### config.mk
export PLATFORM = sky130hd
export DESIGN_NAME = double_ended_queue
export DESIGN_NICKNAME = d
export VERILOG_FILES = /design/src/deq_pkg.sv /design/src/double_ended_queue.sv /design/src/deq_cell.sv /design/src/deq_chain.sv
export SDC_FILE = /design/constraint.sdc
export NUM_CORES = 1
export LEC_CHECK = 0
export BUFFER_PORTS_ARGS = -buffer_cell sky130_fd_sc_hd__buf_4
export CAP_MARGIN = 20
export CORE_ASPECT_RATIO = 1.75
export CORE_MARGIN = 10
export CORE_UTILIZATION = 50
export CTS_BUF_LIST = sky130_fd_sc_hd__clkbuf_2
export DETAILED_ROUTE_END_ITERATION = 8
export HOLD_SLACK_MARGIN = 0.05
export PLACE_DENSITY_LB_ADDON = 0.08
export SLEW_MARGIN = 5
export SYNTH_ARGS = -nofsm -noshare
export SYNTH_HDL_FRONTEND = slang
export SYNTH_HIERARCHICAL = 1
export SYNTH_SLANG_ARGS = --single-unit
### constraint.sdc
create_clock -name clk -period 16.7 [get_ports clk]
set_input_delay 1.67 -clock clk [delete_from_list [all_inputs] [get_ports clk]]
set_output_delay 1.67 -clock clk [all_outputs]
set_load 0.02 [all_outputs]
### src/deq_pkg.sv
// ============================================================================
// deq_pkg: shared types for the double-ended queue
// Operation codes, status codes, cell control and channel payload structs.
// ============================================================================
package deq_pkg;

  // Requested operation, as carried in the func field
  typedef enum logic [1:0] {
    FUNC_PUSH_FRONT = 2'd0,
    FUNC_PUSH_BACK  = 2'd1,
    FUNC_POP_FRONT  = 2'd2,
    FUNC_POP_BACK   = 2'd3
  } deq_func_t;

  // Result status
  typedef enum logic [1:0] {
    STAT_OK        = 2'd0,
    STAT_EMPTY_POP = 2'd1,
    STAT_FULL_PUSH = 2'd2
  } deq_status_t;

  // Per-cycle action of every cell in a chain
  typedef enum logic [1:0] {
    CELL_HOLD       = 2'd0,
    CELL_SHIFT_IN   = 2'd1,  // take left neighbor, head takes new data
    CELL_SHIFT_OUT  = 2'd2,  // take right neighbor, head is dropped
    CELL_TAIL_WRITE = 2'd3   // cell at the fill position takes new data
  } deq_cell_op_t;

  // Control broadcast from the top level to a chain
  typedef struct packed {
    deq_cell_op_t op;
    logic [12:0]  tail_pos;  // fill count before the operation
  } deq_cell_ctrl_t;

  localparam int unsigned FIELD_WIDTH = 32;
  localparam int unsigned COUNT_WIDTH = 5;
  localparam int unsigned POS_WIDTH   = 13;

  typedef struct packed {
    logic [1:0]                     func;
    logic signed [FIELD_WIDTH-1:0]  data_in;
  } deq_in_t;

  typedef struct packed {
    logic signed [FIELD_WIDTH-1:0]  front_value;
    logic signed [FIELD_WIDTH-1:0]  back_value;
    logic [COUNT_WIDTH-1:0]         entry_count;
    logic                           is_empty;
    logic [1:0]                     status;
  } deq_out_t;

endpackage

### src/double_ended_queue.sv
// ============================================================================
// double_ended_queue: bounded deque of signed values in two cell chains
// Push/pop at either end; reports both end values, count, empty and status.
// ============================================================================
// Latency: the result is registered and valid the cycle after the input transfer.
// Throughput: one operation per cycle unless the input is stalled; a cell chain shifts all its cells at once.
// Input is stalled only while a result is pending and the output is stalled.
// Reset clears the fill count, the status and the output valid; stored values are
// undefined until written and are never read before that.
module double_ended_queue #(
  parameter int unsigned DEPTH      = 16,
  parameter int unsigned DATA_WIDTH = 32
) (
  input  logic              clk,
  input  logic              rst_n,
  input  logic              in_valid,
  output logic              in_stall,
  input  deq_pkg::deq_in_t  in_data,
  output logic              out_valid,
  input  logic              out_stall,
  output deq_pkg::deq_out_t out_data
);

  localparam int unsigned CW   = $clog2(DEPTH + 1);
  localparam int unsigned MINW = (DATA_WIDTH < deq_pkg::FIELD_WIDTH) ?
                                 DATA_WIDTH : deq_pkg::FIELD_WIDTH;

  // Two copies of the contents: the front chain keeps the front element in
  // cell 0, the back chain keeps the back element in cell 0 (reverse order).
  // So both ends are always read from a fixed cell. A push at an end shifts
  // that end's chain and writes the tail of the other one; a pop shifts one
  // chain and only shortens the other (count drop hides its tail cell).

  logic [CW-1:0]         count_r, count_nxt;
  logic                  out_valid_r, out_valid_nxt;
  deq_pkg::deq_status_t  status_r, status_nxt;

  deq_pkg::deq_cell_ctrl_t front_ctrl, back_ctrl;
  logic [DATA_WIDTH-1:0]   wr_data;
  logic [DATA_WIDTH-1:0]   front_head, back_head;
  deq_pkg::deq_func_t      func;

  logic in_xfer, out_xfer, is_full, is_empty;

  assign in_xfer  = in_valid && !in_stall;
  assign out_xfer = out_valid_r && !out_stall;
  // hold input while an untaken result waits; state drives the payload
  assign in_stall = out_valid_r && out_stall;

  assign is_full  = (count_r == CW'(DEPTH));
  assign is_empty = (count_r == '0);
  assign func     = deq_pkg::deq_func_t'(in_data.func);
  assign wr_data  = DATA_WIDTH'(in_data.data_in[MINW-1:0]);

  always_comb begin
    count_nxt           = count_r;
    status_nxt          = status_r;
    out_valid_nxt       = out_valid_r;
    front_ctrl.op       = deq_pkg::CELL_HOLD;
    back_ctrl.op        = deq_pkg::CELL_HOLD;
    front_ctrl.tail_pos = deq_pkg::POS_WIDTH'(count_r);
    back_ctrl.tail_pos  = deq_pkg::POS_WIDTH'(count_r);

    if (out_xfer) begin
      out_valid_nxt = 1'b0;
    end

    if (in_xfer) begin
      out_valid_nxt = 1'b1;
      status_nxt    = deq_pkg::STAT_OK;
      case (func)
        deq_pkg::FUNC_PUSH_FRONT: begin
          if (is_full) begin
            status_nxt = deq_pkg::STAT_FULL_PUSH;
          end else begin
            front_ctrl.op = deq_pkg::CELL_SHIFT_IN;
            back_ctrl.op  = deq_pkg::CELL_TAIL_WRITE;
            count_nxt     = count_r + 1'b1;
          end
        end
        deq_pkg::FUNC_PUSH_BACK: begin
          if (is_full) begin
            status_nxt = deq_pkg::STAT_FULL_PUSH;
          end else begin
            front_ctrl.op = deq_pkg::CELL_TAIL_WRITE;
            back_ctrl.op  = deq_pkg::CELL_SHIFT_IN;
            count_nxt     = count_r + 1'b1;
          end
        end
        deq_pkg::FUNC_POP_FRONT: begin
          if (is_empty) begin
            status_nxt = deq_pkg::STAT_EMPTY_POP;
          end else begin
            front_ctrl.op = deq_pkg::CELL_SHIFT_OUT;
            count_nxt     = count_r - 1'b1;
          end
        end
        deq_pkg::FUNC_POP_BACK: begin
          if (is_empty) begin
            status_nxt = deq_pkg::STAT_EMPTY_POP;
          end else begin
            back_ctrl.op = deq_pkg::CELL_SHIFT_OUT;
            count_nxt    = count_r - 1'b1;
          end
        end
        default: begin
          status_nxt = deq_pkg::STAT_OK;
        end
      endcase
    end
  end

  always_ff @(posedge clk) begin
    if (!rst_n) begin
      count_r     <= '0;
      out_valid_r <= 1'b0;
      status_r    <= deq_pkg::STAT_OK;
    end else begin
      count_r     <= count_nxt;
      out_valid_r <= out_valid_nxt;
      status_r    <= status_nxt;
    end
  end

  deq_chain #(
    .DEPTH      (DEPTH),
    .DATA_WIDTH (DATA_WIDTH)
  ) u_front_chain (
    .clk       (clk),
    .ctrl      (front_ctrl),
    .wr_data   (wr_data),
    .head_data (front_head)
  );

  deq_chain #(
    .DEPTH      (DEPTH),
    .DATA_WIDTH (DATA_WIDTH)
  ) u_back_chain (
    .clk       (clk),
    .ctrl      (back_ctrl),
    .wr_data   (wr_data),
    .head_data (back_head)
  );

  // Result is read straight from state; state only moves on an input
  // transfer, which cannot happen while the result is stalled.
  always_comb begin
    out_data.front_value = is_empty ? '0 :
                           deq_pkg::FIELD_WIDTH'(front_head[MINW-1:0]);
    out_data.back_value  = is_empty ? '0 :
                           deq_pkg::FIELD_WIDTH'(back_head[MINW-1:0]);
    out_data.entry_count = deq_pkg::COUNT_WIDTH'(count_r);
    out_data.is_empty    = is_empty;
    out_data.status      = status_r;
  end

  assign out_valid = out_valid_r;

endmodule

### src/deq_cell.sv
// ============================================================================
// deq_cell: one storage cell of a deque chain
// Holds one value; shifts from a neighbor or takes new data at the tail.
// ============================================================================
module deq_cell #(
  parameter int unsigned DATA_WIDTH = 32,
  parameter int unsigned IDX        = 0
) (
  input  logic                    clk,
  input  deq_pkg::deq_cell_ctrl_t ctrl,
  input  logic [DATA_WIDTH-1:0]   left_data,
  input  logic [DATA_WIDTH-1:0]   right_data,
  input  logic [DATA_WIDTH-1:0]   wr_data,
  output logic [DATA_WIDTH-1:0]   data_q
);

  logic [DATA_WIDTH-1:0] data_r;
  logic [DATA_WIDTH-1:0] data_nxt;

  always_comb begin
    data_nxt = data_r;
    case (ctrl.op)
      deq_pkg::CELL_SHIFT_IN:   data_nxt = left_data;
      deq_pkg::CELL_SHIFT_OUT:  data_nxt = right_data;
      deq_pkg::CELL_TAIL_WRITE: begin
        if (ctrl.tail_pos == deq_pkg::POS_WIDTH'(IDX)) begin
          data_nxt = wr_data;
        end
      end
      default:                  data_nxt = data_r;
    endcase
  end

  // payload only, no reset
  always_ff @(posedge clk) begin
    data_r <= data_nxt;
  end

  assign data_q = data_r;

endmodule

### src/deq_chain.sv
// ============================================================================
// deq_chain: row of deque cells with the head at cell 0
// Cells pass values to their neighbors; only the head is read out.
// ============================================================================
module deq_chain #(
  parameter int unsigned DEPTH      = 16,
  parameter int unsigned DATA_WIDTH = 32
) (
  input  logic                    clk,
  input  deq_pkg::deq_cell_ctrl_t ctrl,
  input  logic [DATA_WIDTH-1:0]   wr_data,
  output logic [DATA_WIDTH-1:0]   head_data
);

  logic [DATA_WIDTH-1:0] cell_q [DEPTH];

  for (genvar i = 0; i < DEPTH; i++) begin : g_cell
    logic [DATA_WIDTH-1:0] left_d;
    logic [DATA_WIDTH-1:0] right_d;

    if (i == 0) begin : g_head
      assign left_d = wr_data;
    end else begin : g_mid
      assign left_d = cell_q[i-1];
    end

    // last cell refills from itself; its value is past the fill count then
    if (i == DEPTH - 1) begin : g_last
      assign right_d = cell_q[i];
    end else begin : g_inner
      assign right_d = cell_q[i+1];
    end

    deq_cell #(
      .DATA_WIDTH (DATA_WIDTH),
      .IDX        (i)
    ) u_cell (
      .clk        (clk),
      .ctrl       (ctrl),
      .left_data  (left_d),
      .right_data (right_d),
      .wr_data    (wr_data),
      .data_q     (cell_q[i])
    );
  end

  assign head_data = cell_q[0];

endmodule

Word-level counts from Yosys, hierarchy flattened
Cells that the tools add are included.
{"block": "totals", "regBits": 1032, "input_bits": 38, "out_inout_bits": 74, "elab_cells": 209}
{"block": "classes", "addsub": 2, "eq_ne": 59, "muxes": 65, "n_reduce_logical": 48}
{"op": "$pmux W32 S3", "count": 30}
{"op": "$mux W32", "count": 18}
{"op": "$pmux W32 S2", "count": 2}
{"op": "$reduce_and A2 Y1", "count": 32}
{"op": "$eq A5 B4 Y1 const B", "count": 8}
{"op": "$ne A2 B2 Y1 const B", "count": 18}
{"op": "$ne A2 B1 Y1 const B", "count": 16}
{"op": "$eq A5 B3 Y1 const B", "count": 4}
{"op": "$logic_not A13 Y1", "count": 1}
{"op": "$eq A2 B2 Y1 const B", "count": 6}
{"op": "$pmux W2 S3", "count": 2}
{"op": "$eq A5 B2 Y1 const B", "count": 2}
{"op": "$mux W2", "count": 5}
{"op": "$mux W5", "count": 2}
{"op": "$pmux W5 S2", "count": 1}
{"op": "$eq A2 B1 Y1 const B", "count": 3}
{"op": "$reduce_bool A2 Y1", "count": 3}
{"op": "$reduce_bool A3 Y1", "count": 2}
{"op": "$add A5 B1 Y5 const B", "count": 1}
{"op": "$eq A5 B1 Y1 const B", "count": 1}
{"op": "$eq A5 B5 Y1 const B", "count": 1}
{"op": "$logic_not A5 Y1", "count": 1}
{"op": "$sub A5 B1 Y5 const B", "count": 1}
{"op": "$mux W1", "count": 4}
{"op": "other kinds (6)", "count": 10}

Depth between registers and ports, before layout
{"block": "logic_depth", "ltp_word": 7, "mapped_depth": 12, "depth_no_buf": 8}

Cells and area by module
The synthesis kept the hierarchy.
{"mod": "deq_cell at u_back_chain.g_cell[5].u_cell ...", "n_inst": 9, "cells_per_inst": 149, "area_each_um2": 1654.1, "seq_area_each_um2": 960.9}
{"mod": "deq_cell at u_back_chain.g_cell[4].u_cell ...", "n_inst": 6, "cells_per_inst": 149, "area_each_um2": 1627.8, "seq_area_each_um2": 960.9}
{"mod": "deq_cell at u_back_chain.g_cell[10].u_cell ...", "n_inst": 3, "cells_per_inst": 149, "area_each_um2": 1669.1, "seq_area_each_um2": 960.9}
{"mod": "deq_cell at u_back_chain.g_cell[7].u_cell ...", "n_inst": 3, "cells_per_inst": 149, "area_each_um2": 1657.8, "seq_area_each_um2": 960.9}
{"mod": "deq_cell at u_back_chain.g_cell[3].u_cell ...", "n_inst": 2, "cells_per_inst": 149, "area_each_um2": 1655.3, "seq_area_each_um2": 960.9}
{"mod": "deq_cell at u_back_chain.g_cell[1].u_cell ...", "n_inst": 2, "cells_per_inst": 149, "area_each_um2": 1624.1, "seq_area_each_um2": 960.9}
{"mod": "deq_cell at u_back_chain.g_cell[11].u_cell", "n_inst": 1, "cells_per_inst": 149, "area_each_um2": 1689.1, "seq_area_each_um2": 960.9}
{"mod": "deq_cell at u_back_chain.g_cell[12].u_cell", "n_inst": 1, "cells_per_inst": 150, "area_each_um2": 1689.1, "seq_area_each_um2": 960.9}
{"mod": "deq_cell at u_back_chain.g_cell[15].u_cell", "n_inst": 1, "cells_per_inst": 149, "area_each_um2": 1667.8, "seq_area_each_um2": 960.9}
{"mod": "deq_cell at u_front_chain.g_cell[12].u_cell", "n_inst": 1, "cells_per_inst": 150, "area_each_um2": 1657.8, "seq_area_each_um2": 960.9}
{"mod": "deq_cell at u_front_chain.g_cell[15].u_cell", "n_inst": 1, "cells_per_inst": 149, "area_each_um2": 1652.8, "seq_area_each_um2": 960.9}
{"mod": "deq_cell at u_front_chain.g_cell[0].u_cell", "n_inst": 1, "cells_per_inst": 149, "area_each_um2": 1625.3, "seq_area_each_um2": 960.9}
{"mod": "deq_cell at u_back_chain.g_cell[0].u_cell", "n_inst": 1, "cells_per_inst": 149, "area_each_um2": 1621.6, "seq_area_each_um2": 960.9}
{"mod": "double_ended_queue", "n_inst": 1, "cells_per_inst": 148, "area_each_um2": 1112.3, "seq_area_each_um2": 160.2}

Worst setup path after synthesis
Ideal clock, no wire load.
{"block": "synth_path", "kind": "input port to flip-flop", "start": "input in_valid", "end": "register u_back_chain.g_cell[0].u_cell.data_r[0], enable pin", "setup_time_ns": 0.466, "t_arrival_ns": 6.609, "t_required_ns": 16.234, "path_slack_ns": 9.625, "path_stages": 6, "n_path_buf": 1, "path_cell_list": "a21bo_2 clkbuf_1 nor3_1 inv_1 ha_1 o21ai_0"}
{"item": "from (decl)", "line_no": "double_ended_queue.sv:16", "source": "input logic in_valid,"}
{"item": "to (signal assigned)", "line_no": "deq_cell.sv:36", "source": "data_r <= data_nxt;"}
{"item": "to (decl)", "line_no": "deq_cell.sv:17", "source": "logic [DATA_WIDTH-1:0] data_r;"}

==> impl_metrics.tcl <==
set metrics [dict create \
    end_kind "output pin" \
    finalWeightedCongestion 0.907 \
    slew_violations 0 \
    setup.worst_path.start "count_r[3]" \
    maxCapViolCount 0 \
    initial_core_util_pct 50.3 \
    detailed_place_hpwl_mm 113 \
    final_core_util_pct 52.9 \
    timing.final.crit_period_ps 5890 \
    routed-via-count 39911 \
    timing.critical_path.cells "buf_4 > or4_4 > nor2_8 > and2b_1 > buf_4" \
    crit_type "reg2out" \
    crit_slowest_cell "sky130_fd_sc_hd__or4_4" \
    synth.yosys.warnings 6 \
    filler_cell_count 9947 \
    layoutNonFillerInstCount 6821 \
    synth.cell_area_um2 53900 \
    startpoint_type_of_the_worst_setup_path "flip-flop" \
    setup_violations 0 \
    postCtsHoldBufs 0 \
    fin_setup_tns_ps 0 \
    synth_edf_count 1024 \
    layout.area.seq_um2 30900 \
    yosys.area.top_type_share_pct 57.0 \
    grt_pass1_vias 39188 \
    synth.cells.most_frequent "sky130_fd_sc_hd__nand2_1 (2059), sky130_fd_sc_hd__a22oi_1 (1025), sky130_fd_sc_hd__edfxtp_1 (1024)" \
    timing.critical_path.slowest_cell_delay_ps 700 \
    finalNetCount 5359 \
    cp_common_cell "sky130_fd_sc_hd__buf_4" \
    syn-instance-count 4918 \
    synth.ff_latch_count 1032 \
    clock_tree.buffer_depth 3 \
    top_reg_cell_synth "sky130_fd_sc_hd__edfxtp_1" \
    cts_tree "done" \
    clkSinkCount 1032 \
    timing_hold_violations_final 0 \
    cts_resized 0 \
    detail_route.vias_per_cell 5.85 \
    async_reset_ff_share_pct 0 \
    yosysSeqAreaShare_pct 57.3 \
    yosysMostFrequentCell "sky130_fd_sc_hd__nand2_1" \
    irDropWorstVdd_v 0.0000735 \
    numCtsBuffers 234 \
    dp_cells 6382 \
    netlist.top_cell.by_area "sky130_fd_sc_hd__edfxtp_1" \
    portBuffers 111 \
    hold_crit_class "in2reg" \
    crit_arrival_ps 4220 \
    post_synth_num_cell_types 47 \
    post-cts-setup-buffer-count 0 \
    power.leakage_uw 0.0237 \
    clk_pin_slew_ps 130 \
    worstPathMaxFanout 67 \
    antenna_found_initial 3 \
    rows 159 \
    grt_pass1_wl_mm 248 \
    tightest_pin_transition_ps 1050 \
    routed_wl_mm 168 \
    die_x_um 268 \
    finClkSkew_ps 95.1 \
    pwr_density_cell_nw_per_um2 126 \
    regToRegStartpoint "count_r[3]" \
    rsz_0062_raised_after_global_routing "false" \
    worst-endpoint-required_ps 15030 \
    detail-route-antenna-nets 0 \
    htreeDepth 4 \
    synthTopCellsByArea "sky130_fd_sc_hd__edfxtp_1 (57%), sky130_fd_sc_hd__nand2_1 (14%), sky130_fd_sc_hd__a22oi_1 (14%)" \
    drc 0 \
    track_usage_pct 27.1 \
    first_iter_violations 3807 \
    syn_to_final_growth_pct 5.28 \
    drt-wirelength-per-cell_um 24.6 \
    share_of_the_cycle_needed_by_the_critical_path_after_routing_pct 35.3 \
    clock.fmax_mhz 170 \
    core_region_area_um2 107000 \
    ctsRootBufferMaster "sky130_fd_sc_hd__clkbuf_2" \
    drtPass1Iterations 6 \
    multi_input_area_um2 20200 \
    die_h_um 454 \
    clkLatencyLatePin_ps 1620 \
    min_from "rst_n" \
    slew-limit-headroom_pct 29.9 \
    ioPinCount 112 \
    syn_area_per_cell_um2 11.0 \
    dieArea_um2 122000 \
    final_layout_size_suffix_gt1_share_pct 12.6 \
    overflow 0 \
    status "completed" \
    grt_max_degree 68 \
]
-- per-stage QoR --
stage | hold slack (ps) | cell area, µm² | setup slack, ps | total power (µW)
floorplan | 508 | 54900 | 9630 | 4940
global placement | 487 | 54500 | 11760 | 5460
detailed placement | 483 | 54500 | 11810 | 5500
CTS | 63.7 | 56700 | 10540 | 7180
global route | 128 | 56800 | 10480 | 7510
finish | 343 | 56800 | 10810 | 7150
-- cells in the final DEF (no fill, tap or decap), types with 9 or more instances in the layout --
cell type                  count
sky130_fd_sc_hd__nand4_1      27
sky130_fd_sc_hd__nor2b_1      72
sky130_fd_sc_hd__inv_1        37
sky130_fd_sc_hd__a22oi_1    1025
sky130_fd_sc_hd__ha_1         62
sky130_fd_sc_hd__o21ai_2      22
sky130_fd_sc_hd__nor2_1       18
sky130_fd_sc_hd__clkinv_1     63
sky130_fd_sc_hd__clkbuf_2    352
sky130_fd_sc_hd__nand2_1    2059
sky130_fd_sc_hd__nor2_8       33
sky130_fd_sc_hd__and2b_1      10
sky130_fd_sc_hd__buf_4       211
sky130_fd_sc_hd__nor4_1       55
sky130_fd_sc_hd__conb_1      256
sky130_fd_sc_hd__nand3_1       9
sky130_fd_sc_hd__edfxtp_1   1024
sky130_fd_sc_hd__nor4b_2      16
-- where the power goes --
| group | leakage, µW | total [µW] | switching, µW | internal [µW] |
|---|---|---|---|---|
| clock network | 0.00166 | 1680 | 1050 | 628 |
| registers | 0.00978 | 3900 | 360 | 3530 |
| logic | 0.0123 | 1570 | 1080 | 494 |
-- critical path, delay by kind of cell (launching register included) --
family        cells  cell delay (ps)
simple gates      3             1690
buf+inv           2              450
flops             1              340
-- layout make-up --
type,count,share of cell area [%]
Tap cell,1368,3.02
Clock buffer,352,3.10
Sequential cell,1032,54.5
Multi-Input combinational cell,3734,35.5
Timing Repair Buffer,213,2.86
Inverter,37,0.245
Clock inverter,80,0.756
Antenna cell,5,0.0220
-- logic make-up after synthesis --
group / Yosys count / share of synthesized area [%]
compound gates: 1070 / 14.9
mux: 4 / 0.0766
fa+ha+maj: 69 / 1.62
flops: 1032 / 57.3
xor+xnor: 4 / 0.0650
simple gates: 2331 / 18.7
other cells: 1 / 0.00696
buf+inv: 407 / 7.32
-- path summary, 6_finish.rpt --
check	depth (start not counted)	slack, ps	to
hold reg to reg	2	490	status_r[0]
setup reg to reg	9	12270	u_front_chain/g_cell[0].u_cell/data_q[20]
setup / recovery	5	10810	out_data[49]
hold / removal	2	340	out_valid
-- state kept, by name, summed over array words and instances, names as in the netlist --
| register | count |
|---|---|
| count_r | 5 |
| out_valid | 1 |
| status_r | 2 |
| u_back_chain/g_cell.u_cell/data_q | 512 |
| u_front_chain/g_cell.u_cell/data_q | 512 |
-- routing by layer --
layer / vias to the layer above / global-route usage, % / routed length [µm]
li1: 18524 / - / -
met1: 19178 / 29.8 / 61700
met2: 1668 / 46.6 / 84100
met3: 541 / 4.88 / 9480
met4: 0 / 19.2 / 12500
met5: - / 0 / 0
No activity file was read; power rests on OpenSTA's default activity.
